File: config.mk
export PLATFORM = sky130hd
export DESIGN_NAME = i2c_master_transfer_sequencer_unit
export DESIGN_NICKNAME = d
export VERILOG_FILES = /design/src/hw/rtl/i2cmts_pkg.sv /design/src/hw/rtl/i2c_master_transfer_sequencer_unit.sv
export SDC_FILE = /design/constraint.sdc
export NUM_CORES = 1
export LEC_CHECK = 0
export ABC_CLOCK_PERIOD_IN_PS = 3800
export BUFFER_PORTS_ARGS = -buffer_cell sky130_fd_sc_hd__buf_2
export CAP_MARGIN = 20
export CORE_MARGIN = 2
export CORE_UTILIZATION = 62
export CTS_BUF_LIST = sky130_fd_sc_hd__clkbuf_8
export DETAILED_ROUTE_END_ITERATION = 16
export PLACE_DENSITY = 0.79
export SLEW_MARGIN = 20
export SYNTH_ARGS = -nofsm -noshare
export SYNTH_HDL_FRONTEND = slang
export SYNTH_SLANG_ARGS = --single-unit
File: constraint.sdc
create_clock -name clk -period 3.8 [get_ports clk]
set_input_delay 0.38 -clock clk [delete_from_list [all_inputs] [get_ports clk]]
set_output_delay 0.38 -clock clk [all_outputs]
set_load 0.005 [all_outputs]
File: src/hw/rtl/i2cmts_pkg.sv
`default_nettype none
package i2cmts_pkg;

  localparam int NUM_CHANNELS_DEF = 4;
  localparam int COUNT_BITS_DEF = 8;

  localparam int ADDR_W = 7;
  localparam int BYTE_W = 8;
  localparam int CHAN_W = 2;
  localparam int PHASE_W = 3;

  localparam logic OP_START = 1'b0;
  localparam logic OP_DONE = 1'b1;

  localparam logic [1:0] ADDR_NONE = 2'd0;
  localparam logic [1:0] ADDR_WRITE = 2'd1;
  localparam logic [1:0] ADDR_READ = 2'd2;

  localparam logic [1:0] STAT_ONGOING = 2'd0;
  localparam logic [1:0] STAT_SUCCESS = 2'd1;
  localparam logic [1:0] STAT_FAILURE = 2'd2;

  typedef enum logic [PHASE_W-1:0] {
    PH_IDLE         = 3'd0,
    PH_WRITE_NEXT   = 3'd1,
    PH_WRITE_FINISH = 3'd2,
    PH_START_READ   = 3'd3,
    PH_READ_NEXT    = 3'd4,
    PH_READ_FINISH  = 3'd5
  } phase_t;

  typedef struct packed {
    logic              operation;
    logic [CHAN_W-1:0] channel;
    logic [ADDR_W-1:0] slave_address;
    logic [BYTE_W-1:0] write_count;
    logic [BYTE_W-1:0] read_count;
    logic [BYTE_W-1:0] next_tx_byte;
    logic              bus_error;
    logic [BYTE_W-1:0] received_byte;
  } in_req_t;

  typedef struct packed {
    logic [CHAN_W-1:0] out_channel;
    logic              issue_command;
    logic              cmd_start;
    logic              cmd_run;
    logic              cmd_stop;
    logic              cmd_ack;
    logic [1:0]        address_action;
    logic [ADDR_W-1:0] out_address;
    logic              put_valid;
    logic [BYTE_W-1:0] put_byte;
    logic              rx_valid;
    logic [1:0]        done_status;
  } out_rsp_t;

endpackage
`default_nettype wire

File: src/hw/rtl/i2c_master_transfer_sequencer_unit.sv
// I2C master write-then-read sequencer for NUM_CHANNELS bus controllers.
// Input channel (in_valid/in_ready/in_req): a start request loads a channel's
// target address and byte counts; a done request carries the controller's
// completion event (bus error, received byte) and moves that channel on.
// Result channel (out_valid/out_ready/out_rsp): exactly one result per request,
// in request order: command bits, address setup, transmit byte, rx delivery
// and done status for the addressed channel.
// Per-channel state sits in one synchronous memory indexed by channel. A
// request reads its entry at acceptance; the update stage updates it and
// writes it back as it advances; a write to the entry being read in the same
// cycle is forwarded. A request passes the update stage, then the output
// register; one request is accepted every cycle, including back-to-back
// requests on the same channel. When out_ready is low the result holds in
// the output register, the request behind it waits in the update stage, and
// in_ready drops. Reset (synchronous, rst_n low) clears per-entry valid flags,
// so every channel reads as idle with zero counts and address; no clearing
// pass. Channels at or above NUM_CHANNELS give all zeros except out_channel.
`default_nettype none
module i2c_master_transfer_sequencer_unit #(
  parameter int NUM_CHANNELS = i2cmts_pkg::NUM_CHANNELS_DEF,
  parameter int COUNT_BITS = i2cmts_pkg::COUNT_BITS_DEF
) (
  input  wire logic                 clk,
  input  wire logic                 rst_n,
  input  wire logic                 in_valid,
  output logic                      in_ready,
  input  wire i2cmts_pkg::in_req_t  in_req,
  output logic                      out_valid,
  input  wire logic                 out_ready,
  output i2cmts_pkg::out_rsp_t      out_rsp
);

  localparam int AW = (NUM_CHANNELS > 1) ? $clog2(NUM_CHANNELS) : 1;
  localparam int CW = COUNT_BITS;
  localparam int LW = (CW > i2cmts_pkg::BYTE_W) ? CW : i2cmts_pkg::BYTE_W;
  localparam int RD_LSB = i2cmts_pkg::ADDR_W;
  localparam int WR_LSB = RD_LSB + CW;
  localparam int PH_LSB = WR_LSB + CW;
  localparam int EW = PH_LSB + i2cmts_pkg::PHASE_W;
  localparam logic [CW-1:0] CNT_MAX = {CW{1'b1}};
  localparam logic [CW-1:0] CNT_ONE = CW'(1);

  logic [EW-1:0] mem [NUM_CHANNELS];
  logic [NUM_CHANNELS-1:0] vld_r;

  logic                  s1_valid_r;
  i2cmts_pkg::in_req_t   s1_req_r;
  logic [EW-1:0]         rd_data_r;
  logic                  rd_vld_r;
  logic                  fwd_r;
  logic [EW-1:0]         fwd_data_r;
  logic                  out_valid_r;
  i2cmts_pkg::out_rsp_t  out_rsp_r;

  logic                  in_fire;
  logic                  s1_adv;
  logic                  in_range_in;
  logic                  in_range_s1;
  logic [AW-1:0]         rd_addr;
  logic [AW-1:0]         wr_addr;
  logic                  wr_en;
  logic [EW-1:0]         wr_data;
  logic [EW-1:0]         cur_ent;

  i2cmts_pkg::phase_t    cur_phase;
  i2cmts_pkg::phase_t    nxt_phase;
  i2cmts_pkg::phase_t    wb_phase;
  logic [CW-1:0]         cur_w;
  logic [CW-1:0]         cur_r;
  logic [i2cmts_pkg::ADDR_W-1:0] cur_addr;
  logic [CW-1:0]         nxt_w;
  logic [CW-1:0]         nxt_r;
  logic [i2cmts_pkg::ADDR_W-1:0] nxt_addr;
  logic [LW-1:0]         wc_wide;
  logic [LW-1:0]         rc_wide;
  logic [CW-1:0]         w_sat;
  logic [CW-1:0]         r_sat;
  logic                  is_start;
  logic [CW-1:0]         w_src;
  logic [CW-1:0]         r_src;
  logic [CW-1:0]         w_dec;
  logic [CW-1:0]         r_dec;
  logic                  r_src_one;
  i2cmts_pkg::out_rsp_t  rsp;

  assign s1_adv = s1_valid_r && (!out_valid_r || out_ready);
  assign in_ready = !s1_valid_r || s1_adv;
  assign in_fire = in_valid && in_ready;

  assign in_range_in = (32'(in_req.channel) < 32'(NUM_CHANNELS));
  assign in_range_s1 = (32'(s1_req_r.channel) < 32'(NUM_CHANNELS));
  assign rd_addr = AW'(in_req.channel);
  assign wr_addr = AW'(s1_req_r.channel);
  assign wr_en = s1_adv && in_range_s1;
  assign wr_data = {nxt_phase, nxt_w, nxt_r, nxt_addr};

  always_ff @(posedge clk) begin
    if (wr_en) begin
      mem[wr_addr] <= wr_data;
    end
  end

  always_ff @(posedge clk) begin
    if (in_fire && in_range_in) begin
      rd_data_r <= mem[rd_addr];
    end
  end

  always_ff @(posedge clk) begin
    if (!rst_n) begin
      vld_r <= '0;
      rd_vld_r <= 1'b0;
      fwd_r <= 1'b0;
    end else begin
      if (wr_en) begin
        vld_r[wr_addr] <= 1'b1;
      end
      if (in_fire) begin
        rd_vld_r <= in_range_in && vld_r[rd_addr];
        fwd_r <= wr_en && (wr_addr == rd_addr);
      end
    end
  end

  always_ff @(posedge clk) begin
    if (in_fire) begin
      s1_req_r <= in_req;
      fwd_data_r <= wr_data;
    end
  end

  always_ff @(posedge clk) begin
    if (!rst_n) begin
      s1_valid_r <= 1'b0;
      out_valid_r <= 1'b0;
    end else begin
      if (in_fire) begin
        s1_valid_r <= 1'b1;
      end else if (s1_adv) begin
        s1_valid_r <= 1'b0;
      end
      if (s1_adv) begin
        out_valid_r <= 1'b1;
      end else if (out_ready) begin
        out_valid_r <= 1'b0;
      end
    end
  end

  always_ff @(posedge clk) begin
    if (s1_adv) begin
      out_rsp_r <= rsp;
    end
  end

  assign out_valid = out_valid_r;
  assign out_rsp = out_rsp_r;

  assign cur_ent = fwd_r ? fwd_data_r : (rd_vld_r ? rd_data_r : '0);
  assign cur_phase = i2cmts_pkg::phase_t'(cur_ent[PH_LSB +: i2cmts_pkg::PHASE_W]);
  assign cur_w = cur_ent[WR_LSB +: CW];
  assign cur_r = cur_ent[RD_LSB +: CW];
  assign cur_addr = cur_ent[0 +: i2cmts_pkg::ADDR_W];

  assign wc_wide = LW'(s1_req_r.write_count);
  assign rc_wide = LW'(s1_req_r.read_count);
  assign w_sat = (wc_wide > LW'(CNT_MAX)) ? CNT_MAX : CW'(wc_wide);
  assign r_sat = (rc_wide > LW'(CNT_MAX)) ? CNT_MAX : CW'(rc_wide);

  assign is_start = (s1_req_r.operation == i2cmts_pkg::OP_START);
  assign w_src = is_start ? w_sat : cur_w;
  assign r_src = is_start ? r_sat : cur_r;
  assign w_dec = (w_src == '0) ? '0 : w_src - CNT_ONE;
  assign r_dec = (cur_r == '0) ? '0 : cur_r - CNT_ONE;
  assign r_src_one = (r_src == CNT_ONE);
  assign wb_phase = (w_dec != '0) ? i2cmts_pkg::PH_WRITE_NEXT :
                    (r_src == '0) ? i2cmts_pkg::PH_WRITE_FINISH :
                                    i2cmts_pkg::PH_START_READ;

  // next state of the entry
  always_comb begin
    nxt_phase = cur_phase;
    nxt_w = cur_w;
    nxt_r = cur_r;
    nxt_addr = cur_addr;
    if (is_start) begin
      nxt_addr = s1_req_r.slave_address;
      nxt_w = w_sat;
      nxt_r = r_sat;
      if (w_sat != '0) begin
        nxt_w = w_dec;
        nxt_phase = wb_phase;
      end else if (r_sat != '0) begin
        nxt_phase = r_src_one ? i2cmts_pkg::PH_READ_FINISH : i2cmts_pkg::PH_READ_NEXT;
      end
    end else if (s1_req_r.bus_error) begin
      nxt_phase = i2cmts_pkg::PH_IDLE;
    end else begin
      case (cur_phase)
        i2cmts_pkg::PH_WRITE_NEXT: begin
          nxt_w = w_dec;
          nxt_phase = wb_phase;
        end
        i2cmts_pkg::PH_WRITE_FINISH: begin
          nxt_phase = i2cmts_pkg::PH_IDLE;
        end
        i2cmts_pkg::PH_START_READ: begin
          nxt_phase = r_src_one ? i2cmts_pkg::PH_READ_FINISH : i2cmts_pkg::PH_READ_NEXT;
        end
        i2cmts_pkg::PH_READ_NEXT: begin
          nxt_r = r_dec;
          if (r_dec == CNT_ONE) begin
            nxt_phase = i2cmts_pkg::PH_READ_FINISH;
          end
        end
        i2cmts_pkg::PH_READ_FINISH: begin
          nxt_r = r_dec;
          nxt_phase = i2cmts_pkg::PH_IDLE;
        end
        default: begin
          nxt_phase = i2cmts_pkg::PH_IDLE;
        end
      endcase
    end
  end

  // result of the step
  always_comb begin
    rsp = '0;
    rsp.out_channel = s1_req_r.channel;
    if (in_range_s1) begin
      if (is_start) begin
        if (w_sat != '0) begin
          rsp.address_action = i2cmts_pkg::ADDR_WRITE;
          rsp.out_address = s1_req_r.slave_address;
          rsp.put_valid = 1'b1;
          rsp.put_byte = s1_req_r.next_tx_byte;
          rsp.issue_command = 1'b1;
          rsp.cmd_start = 1'b1;
          rsp.cmd_run = 1'b1;
          rsp.cmd_stop = (wb_phase == i2cmts_pkg::PH_WRITE_FINISH);
        end else if (r_sat != '0) begin
          rsp.address_action = i2cmts_pkg::ADDR_READ;
          rsp.out_address = s1_req_r.slave_address;
          rsp.issue_command = 1'b1;
          rsp.cmd_start = 1'b1;
          rsp.cmd_run = 1'b1;
          rsp.cmd_ack = !r_src_one;
        end
      end else if (s1_req_r.bus_error) begin
        rsp.done_status = i2cmts_pkg::STAT_FAILURE;
      end else begin
        case (cur_phase)
          i2cmts_pkg::PH_WRITE_NEXT: begin
            rsp.put_valid = 1'b1;
            rsp.put_byte = s1_req_r.next_tx_byte;
            rsp.issue_command = 1'b1;
            rsp.cmd_run = 1'b1;
            rsp.cmd_stop = (wb_phase == i2cmts_pkg::PH_WRITE_FINISH);
          end
          i2cmts_pkg::PH_WRITE_FINISH: begin
            rsp.done_status = i2cmts_pkg::STAT_SUCCESS;
          end
          i2cmts_pkg::PH_START_READ: begin
            rsp.address_action = i2cmts_pkg::ADDR_READ;
            rsp.out_address = cur_addr;
            rsp.issue_command = 1'b1;
            rsp.cmd_start = 1'b1;
            rsp.cmd_run = 1'b1;
            rsp.cmd_ack = !r_src_one;
          end
          i2cmts_pkg::PH_READ_NEXT: begin
            rsp.rx_valid = 1'b1;
            rsp.issue_command = 1'b1;
            rsp.cmd_run = 1'b1;
            rsp.cmd_ack = (r_dec != CNT_ONE);
          end
          i2cmts_pkg::PH_READ_FINISH: begin
            rsp.rx_valid = 1'b1;
            rsp.issue_command = 1'b1;
            rsp.cmd_stop = 1'b1;
            rsp.done_status = i2cmts_pkg::STAT_SUCCESS;
          end
          default: begin
            rsp.done_status = i2cmts_pkg::STAT_ONGOING;
          end
        endcase
      end
    end
  end

  a_ready_when_empty: assert property (@(posedge clk) disable iff (!rst_n)
    !out_valid_r |-> in_ready)
    else $error("request stalled with empty output register");

  a_read_held: assert property (@(posedge clk) disable iff (!rst_n)
    s1_valid_r && !s1_adv |=> $stable(rd_data_r) && $stable(fwd_r))
    else $error("entry read data changed under a stalled request");

  a_cmd_bits: assert property (@(posedge clk) disable iff (!rst_n)
    out_valid_r && !out_rsp_r.issue_command |->
      !(out_rsp_r.cmd_start || out_rsp_r.cmd_run || out_rsp_r.cmd_stop || out_rsp_r.cmd_ack))
    else $error("command bits without a command");

  a_addr_start: assert property (@(posedge clk) disable iff (!rst_n)
    out_valid_r && out_rsp_r.address_action != i2cmts_pkg::ADDR_NONE |->
      out_rsp_r.cmd_start)
    else $error("address setup without start condition");

  a_done_no_put: assert property (@(posedge clk) disable iff (!rst_n)
    out_valid_r && out_rsp_r.done_status != i2cmts_pkg::STAT_ONGOING |->
      !out_rsp_r.put_valid)
    else $error("transmit byte loaded on a finished transaction");

endmodule
`default_nettype wire
Word-level counts from Yosys, hierarchy flattened
Memory sizes are Yosys's and may differ from the RTL's. A register that Yosys moved wholly into a read port is not among the register bits.
Index checks and enable logic that the tools add are counted.

storage, ports and cells
  output and inout port bits = 30
  word-level logic and storage cells = 122
  memories = 1
  RAM bits = 104
  register bits after elaboration = 97
  bits of input ports = 47

operators by class
  reduce and logical (&&, ||, !) cells = 22
  bitwise logic cells = 2
  muxes and demuxes = 54
  $lt $le $gt $ge = 5
  $add $sub $neg = 2
  equal/unequal tests = 10

memory list
  memory  words  width  read ports  clocked after Yosys merged registers in  wr ports  line                                      RTL
  mem     4      26     1           1                                        1         i2c_master_transfer_sequencer_unit.sv:43  logic [EW-1:0] mem [NUM_CHANNELS];

operator list
  operator                                             count
  2-to-1 mux 8 bit                                     13
  2-to-1 mux 26 bit                                    2
  2-to-1 mux 9 bit                                     4
  zero test 8 bit                                      3
  2-to-1 mux 24 bit                                    1
  nonzero test 8 bit                                   3
  2-to-1 mux 23 bit                                    1
  2-to-1 mux 3 bit                                     7
  2-to-1 mux 1 bit                                     17
  == test 8 x 1 -> 1 bit (second input constant)       2
  > comparator 8 bit (second input constant)           2
  subtractor 8 x 1 -> 8 bit (second input constant)    2
  2-to-1 mux 10 bit                                    1
  case mux 3 bit (3 select lines)                      1
  != test 8 x 1 -> 1 bit (second input constant)       1
  2-to-1 mux 7 bit                                     1
  == test 3 x 2 -> 1 bit (second input constant)       2
  == test 3 bit (second input constant)                2
  < comparator 2 x 3 -> 1 bit (second input constant)  2
  OR reduction 2 bit                                   3
  logical AND 1 bit                                    4
  2-to-1 mux 2 bit                                     2
  bitwise OR 4 bit                                     1
  case mux 1 bit (2 select lines)                      2
  12 further kinds                                     16

Logic depth before layout (Yosys ltp)
  depth after elaboration = 11
  gate-level depth with buffers = 13
  gate-level depth less buffers = 10

Worst setup path before layout
OpenSTA, ideal clock, no wires.

  path type = reg-to-reg
  start = reg out_valid_r, in the netlist out_valid
  end = mem mem[2][0] (netlist name), enable pin
  path buffers = 0
  data arrival time = 2658 ps
  cell stages (with the launch flop) = 4
  setup slack = 692 ps
  cells stage by stage = dfxtp_1 nor2b_1 nand2b_1 nor3b_1

between the ends
  word-level cells in the longest chain between the ends = 5

ends and longest elaborated chain
  element                                 line                                       RTL
  start, declared                         i2c_master_transfer_sequencer_unit.sv:52   logic out_valid_r;
  start signal, assigned                  i2c_master_transfer_sequencer_unit.sv:135  out_valid_r <= 1'b0;
  start signal, assigned                  i2c_master_transfer_sequencer_unit.sv:143  out_valid_r <= 1'b1;
  start signal, assigned                  i2c_master_transfer_sequencer_unit.sv:145  out_valid_r <= 1'b0;
  zero test 1 bit                         i2c_master_transfer_sequencer_unit.sv:86   assign s1_adv = s1_valid_r && (!out_valid_r || out_ready);
  logical OR 1 bit                        i2c_master_transfer_sequencer_unit.sv:86
  logical AND 1 bit                       i2c_master_transfer_sequencer_unit.sv:86
  2-to-1 mux 1 bit                        i2c_master_transfer_sequencer_unit.sv:98   if (wr_en) begin
  2-to-1 mux 1 bit (implied by the code)  i2c_master_transfer_sequencer_unit.sv:99   mem[wr_addr] <= wr_data;
  end, declared                           i2c_master_transfer_sequencer_unit.sv:43

Every way passes these cells.

Worst setup path in the final report
  start = reg fwd_r
  end = mem mem[3][24] (netlist name) (data pin)

between the ends
  word-level cells in the longest chain between the ends = 9
  elaborated cells on any way between the ends = 20
  those cells by class = add/sub: 2; eq/ne: 4; mux: 11; reduce/logical: 3

ends and longest elaborated chain
  element                                                       line                                       RTL
  start, declared                                               i2c_master_transfer_sequencer_unit.sv:50   logic fwd_r;
  start signal, assigned                                        i2c_master_transfer_sequencer_unit.sv:120  fwd_r <= wr_en && (wr_addr == rd_addr);
  2-to-1 mux 26 bit (*)                                         i2c_master_transfer_sequencer_unit.sv:159  assign cur_ent = fwd_r ? fwd_data_r : (rd_vld_r ? rd_data_r : '0);
  2-to-1 mux 8 bit                                              i2c_master_transfer_sequencer_unit.sv:171  assign w_src = is_start ? w_sat : cur_w;
  subtractor 8 x 1 -> 8 bit or zero test 8 bit (tied branches)  i2c_master_transfer_sequencer_unit.sv:173  assign w_dec = (w_src == '0) ? '0 : w_src - CNT_ONE;
  2-to-1 mux 8 bit                                              i2c_master_transfer_sequencer_unit.sv:173
  nonzero test 8 bit                                            i2c_master_transfer_sequencer_unit.sv:176  assign wb_phase = (w_dec != '0) ? i2cmts_pkg::PH_WRITE_NEXT :
  2-to-1 mux 2 bit                                              i2c_master_transfer_sequencer_unit.sv:176
  case mux 3 bit (3 select lines)                               i2c_master_transfer_sequencer_unit.sv:199  case (cur_phase)
  2-to-1 mux 3 bit                                              i2c_master_transfer_sequencer_unit.sv:196  end else if (s1_req_r.bus_error) begin
  2-to-1 mux 3 bit (*)                                          i2c_master_transfer_sequencer_unit.sv:186  if (is_start) begin
  via nxt_phase[1]                                              i2c_master_transfer_sequencer_unit.sv:66   i2cmts_pkg::phase_t nxt_phase;

Mark *: on every way through the listed nets, which the timed path passes. The rest lies on a longest branch.

==> out/results.ini <==
[finish]
syn2layout_area_growth_pct = 13.6
nNetsFinal = 719
drive_gt1_frac = 0.247
diodes = 0

[floorplanning]
die_x_um = 126
die-area_um2 = 15900
start_util = 0.634
fp-row-count = 44
die_h_um = 126
io_pins = 77
core-area_um2 = 14500

[routing]
drt_first_pass_iters = 5
routed_wl_um = 17500
vias = 5358
dr.first_iter.drc_count = 766
drc_errors = 0
vias_per_cell = 6.09
post_drt_wl_per_cell_um = 19.9
ant_nets = 0

[logic_synthesis]
netlist_area_um2 = 9220
syn_avg_cell_area_um2 = 16.2
async_reset_ff_frac = 0
synth_edf_count = 219
ys_seq_elements = 227
yosys_warnings = 0
synth.distinct_cells = 59
synth_top_area_cell = edfxtp_1
ys.flop_type = edfxtp_1
syn-num-nets = 620
synth_area_leaders = edfxtp_1 71%, mux4_2 6.6%, dfxtp_1 1.7%
synth_cells = 568
synth_top_area_share = 0.714
ys_seq_area_frac = 0.731

[global_route]
grt_use_total = 0.227
grt_pass1_vias = 5424
grt-ovfl-total = 0
grt_antenna_before_repair = 0
grt_max_degree = 41
grt_pass1_wl_um = 27900

[cts]
cts_tree = done
ctsLongestPathBuffers = 3
clock-sinks = 227
cts_resized = 0
numCtsBuffers = 37
postCtsHoldBufs = 0
htree_levels = 2
cts_setup_buffers = 0
root_buffer = clkbuf_8
clock_latency_ns = 0.53
path_clk_slew_ns = 0.06

[timing]
fin_crit_sh = 0.836
slew_viol_final = 0
tightest_slew_ns = 0.917
period_minus_slack_ns = 3.18
skew_ns = 0.0280
fmax_ghz = 0.315
max-slew-margin-rel = 0.385
setup_viol = 0
hold_violations = 0
timing.setup.tns_ns = 0
rsz0062_at_grt = no

[critical_path]
critPathCapture = mem[3][24]$_DFFE_PP_
cp-end-kind = flip-flop
arrival_ns = 3.38
r2r_start = fwd_r$_SDFFE_PN0P_
crit_start = fwd_r$_SDFFE_PN0P_
path_class = reg -> reg
r2r-end = mem[3][24]$_DFFE_PP_
crit_fanout = 37
reg2reg_slack_ns = 0.62
cp-start-kind = flip-flop
required_ns = 4.00
worstRegToRegCells = 10

[hold_path]
hp-class = in -> reg

[placement]
gp_congestion = 0.848
io_buffers = 68
hpwlAfterDp_um = 11200

[pwr]
p_per_area_nw_per_um2 = 490
p_leak_uw = 0.00368
ir_drop_mv = 0.379
total_power_uw = 5130

[run_status]
outcome = complete, no violations

[run]
drv_cap = 0

per-layer routing:
layer | vias up | wire length [um] | global-route usage
li1 | 2431 | - | -
met1 | 2659 | 7300 | 0.307
met2 | 225 | 8610 | 0.368
met3 | 43 | 1190 | 0.0497
met4 | 0 | 433 | 0.0892
met5 | - | 0 | 0
layout by cell type, fill, tap and decap left out, types with 4 or more instances in the layout:
master / n
a21oi_1: 22
o21ai_0: 21
nor3_1: 6
a22oi_1: 13
xnor2_1: 6
nand2b_1: 7
nand3b_1: 8
o21a_1: 7
clkinv_1: 8
ha_1: 5
nand2_1: 42
inv_1: 27
o22ai_1: 8
a31oi_1: 10
a22o_1: 5
edfxtp_1: 219
clkinv_2: 7
dfxtp_1: 8
nor2_1: 39
buf_4: 13
nor4_1: 4
or3_1: 4
and2_1: 8
mux4_2: 27
clkbuf_8: 37
nor2b_1: 12
buf_2: 67
mux2i_1: 4
per-stage QoR:
step	util	setup slack [ns]	instance area, um2	std cells	hold WS, ns
2_1_floorplan	-	0.692	9220	568	0.435
3_3_place_gp	0.672	0.783	9770	810	0.441
3_5_place_dp	0.672	0.693	9770	810	0.452
4_1_cts	0.719	0.695	10400	878	0.00473
5_1_grt	0.720	0.424	10500	880	0.00301
6_report	0.720	0.621	10500	880	0.0284
worst min path at each step:
stage | to | start | slack [ns] | cells after the start
2_1_floorplan | vld_r[2]$_SDFFE_PN0P_ | vld_r[2]$_SDFFE_PN0P_ | 0.44 | 1
6_report | wc_wide[5]$_DFFE_PP_ | in_req[30] | 0.03 | 1
4_1_cts | s1_req_r[42]$_DFFE_PP_ | in_req[42] | 0.005 | 1
5_1_grt | wc_wide[2]$_DFFE_PP_ | in_req[27] | 0.003 | 1
3_5_place_dp | vld_r[2]$_SDFFE_PN0P_ | vld_r[2]$_SDFFE_PN0P_ | 0.45 | 1
3_3_place_gp | vld_r[2]$_SDFFE_PN0P_ | vld_r[2]$_SDFFE_PN0P_ | 0.44 | 1
flip-flops by register name, indices dropped and copies added, names as in the netlist:
signal and flops:
out_rsp 28, s1_req_r 17, mem 104, fwd_data_r 26, out_valid 1, s1_valid_r 1
wc_wide 8, wr_addr 2, fwd_r 1, vld_r 4, rd_data_r 26, rd_vld_r 1
rc_wide 8
area by class of cell:
cell class / count / area (um2)
clock inverter: 31 / 163
fill: 905 / 4070
multi-input combinational: 303 / 2300
clock buffer: 37 / 509
tap: 184 / 230
inverter: 15 / 58.8
timing repair buffer: 83 / 473
sequential: 227 / 6740
critical path: stages, from the launching register on:
cell and delay (ns):
dfxtp_1 0.62, buf_12 0.26, nand2_1 0.09, a31oi_1 0.24
inv_1 0.12, ha_1 0.26, inv_1 0.10, a21oi_1 0.06
o32ai_1 0.51, nand2_1 0.17, o32ai_1 0.41
report_power, final:
group | switching (uW) | internal (uW)
logic | 192 | 116
registers | 41.4 | 2880
clock network | 912 | 988
synthesized netlist by cell type (all sizes together) (2+ instances only):
| cell | instances |
|---|---|
| xnor2 | 6 |
| nand3 | 3 |
| a31oi | 10 |
| xor2 | 3 |
| nand2b | 7 |
| o32a | 2 |
| nor3b | 2 |
| o21a | 7 |
| o21bai | 3 |
| nor2b | 12 |
| a22oi | 14 |
| mux4 | 27 |
| dfxtp | 8 |
| buf | 14 |
| mux2i | 4 |
| ha | 5 |
| o21ai | 24 |
| and2 | 8 |
| nor2 | 40 |
| clkbuf | 9 |
| nand2 | 42 |
| a22o | 6 |
| edfxtp | 219 |
| o22ai | 8 |
| nand3b | 8 |
| o32ai | 2 |
| nor3 | 8 |
| a21oi | 22 |
| mux2 | 2 |
| or4 | 2 |
| nor4 | 5 |
| o211ai | 3 |
| or3 | 4 |
| inv | 14 |
| or2 | 4 |
logic make-up (layout without fill, tap and decap cells):
family | count (synthesis) | in the layout | synth area share
flops | 227 | 227 | 0.731
buf+inv | 38 | 166 | 0.0212
compound gates | 108 | 108 | 0.0785
simple gates | 148 | 148 | 0.0813
mux | 33 | 33 | 0.0728
fa+ha+maj | 5 | 5 | 0.00679
xor+xnor | 9 | 9 | 0.00855
(Power assumes the default switching activity.)
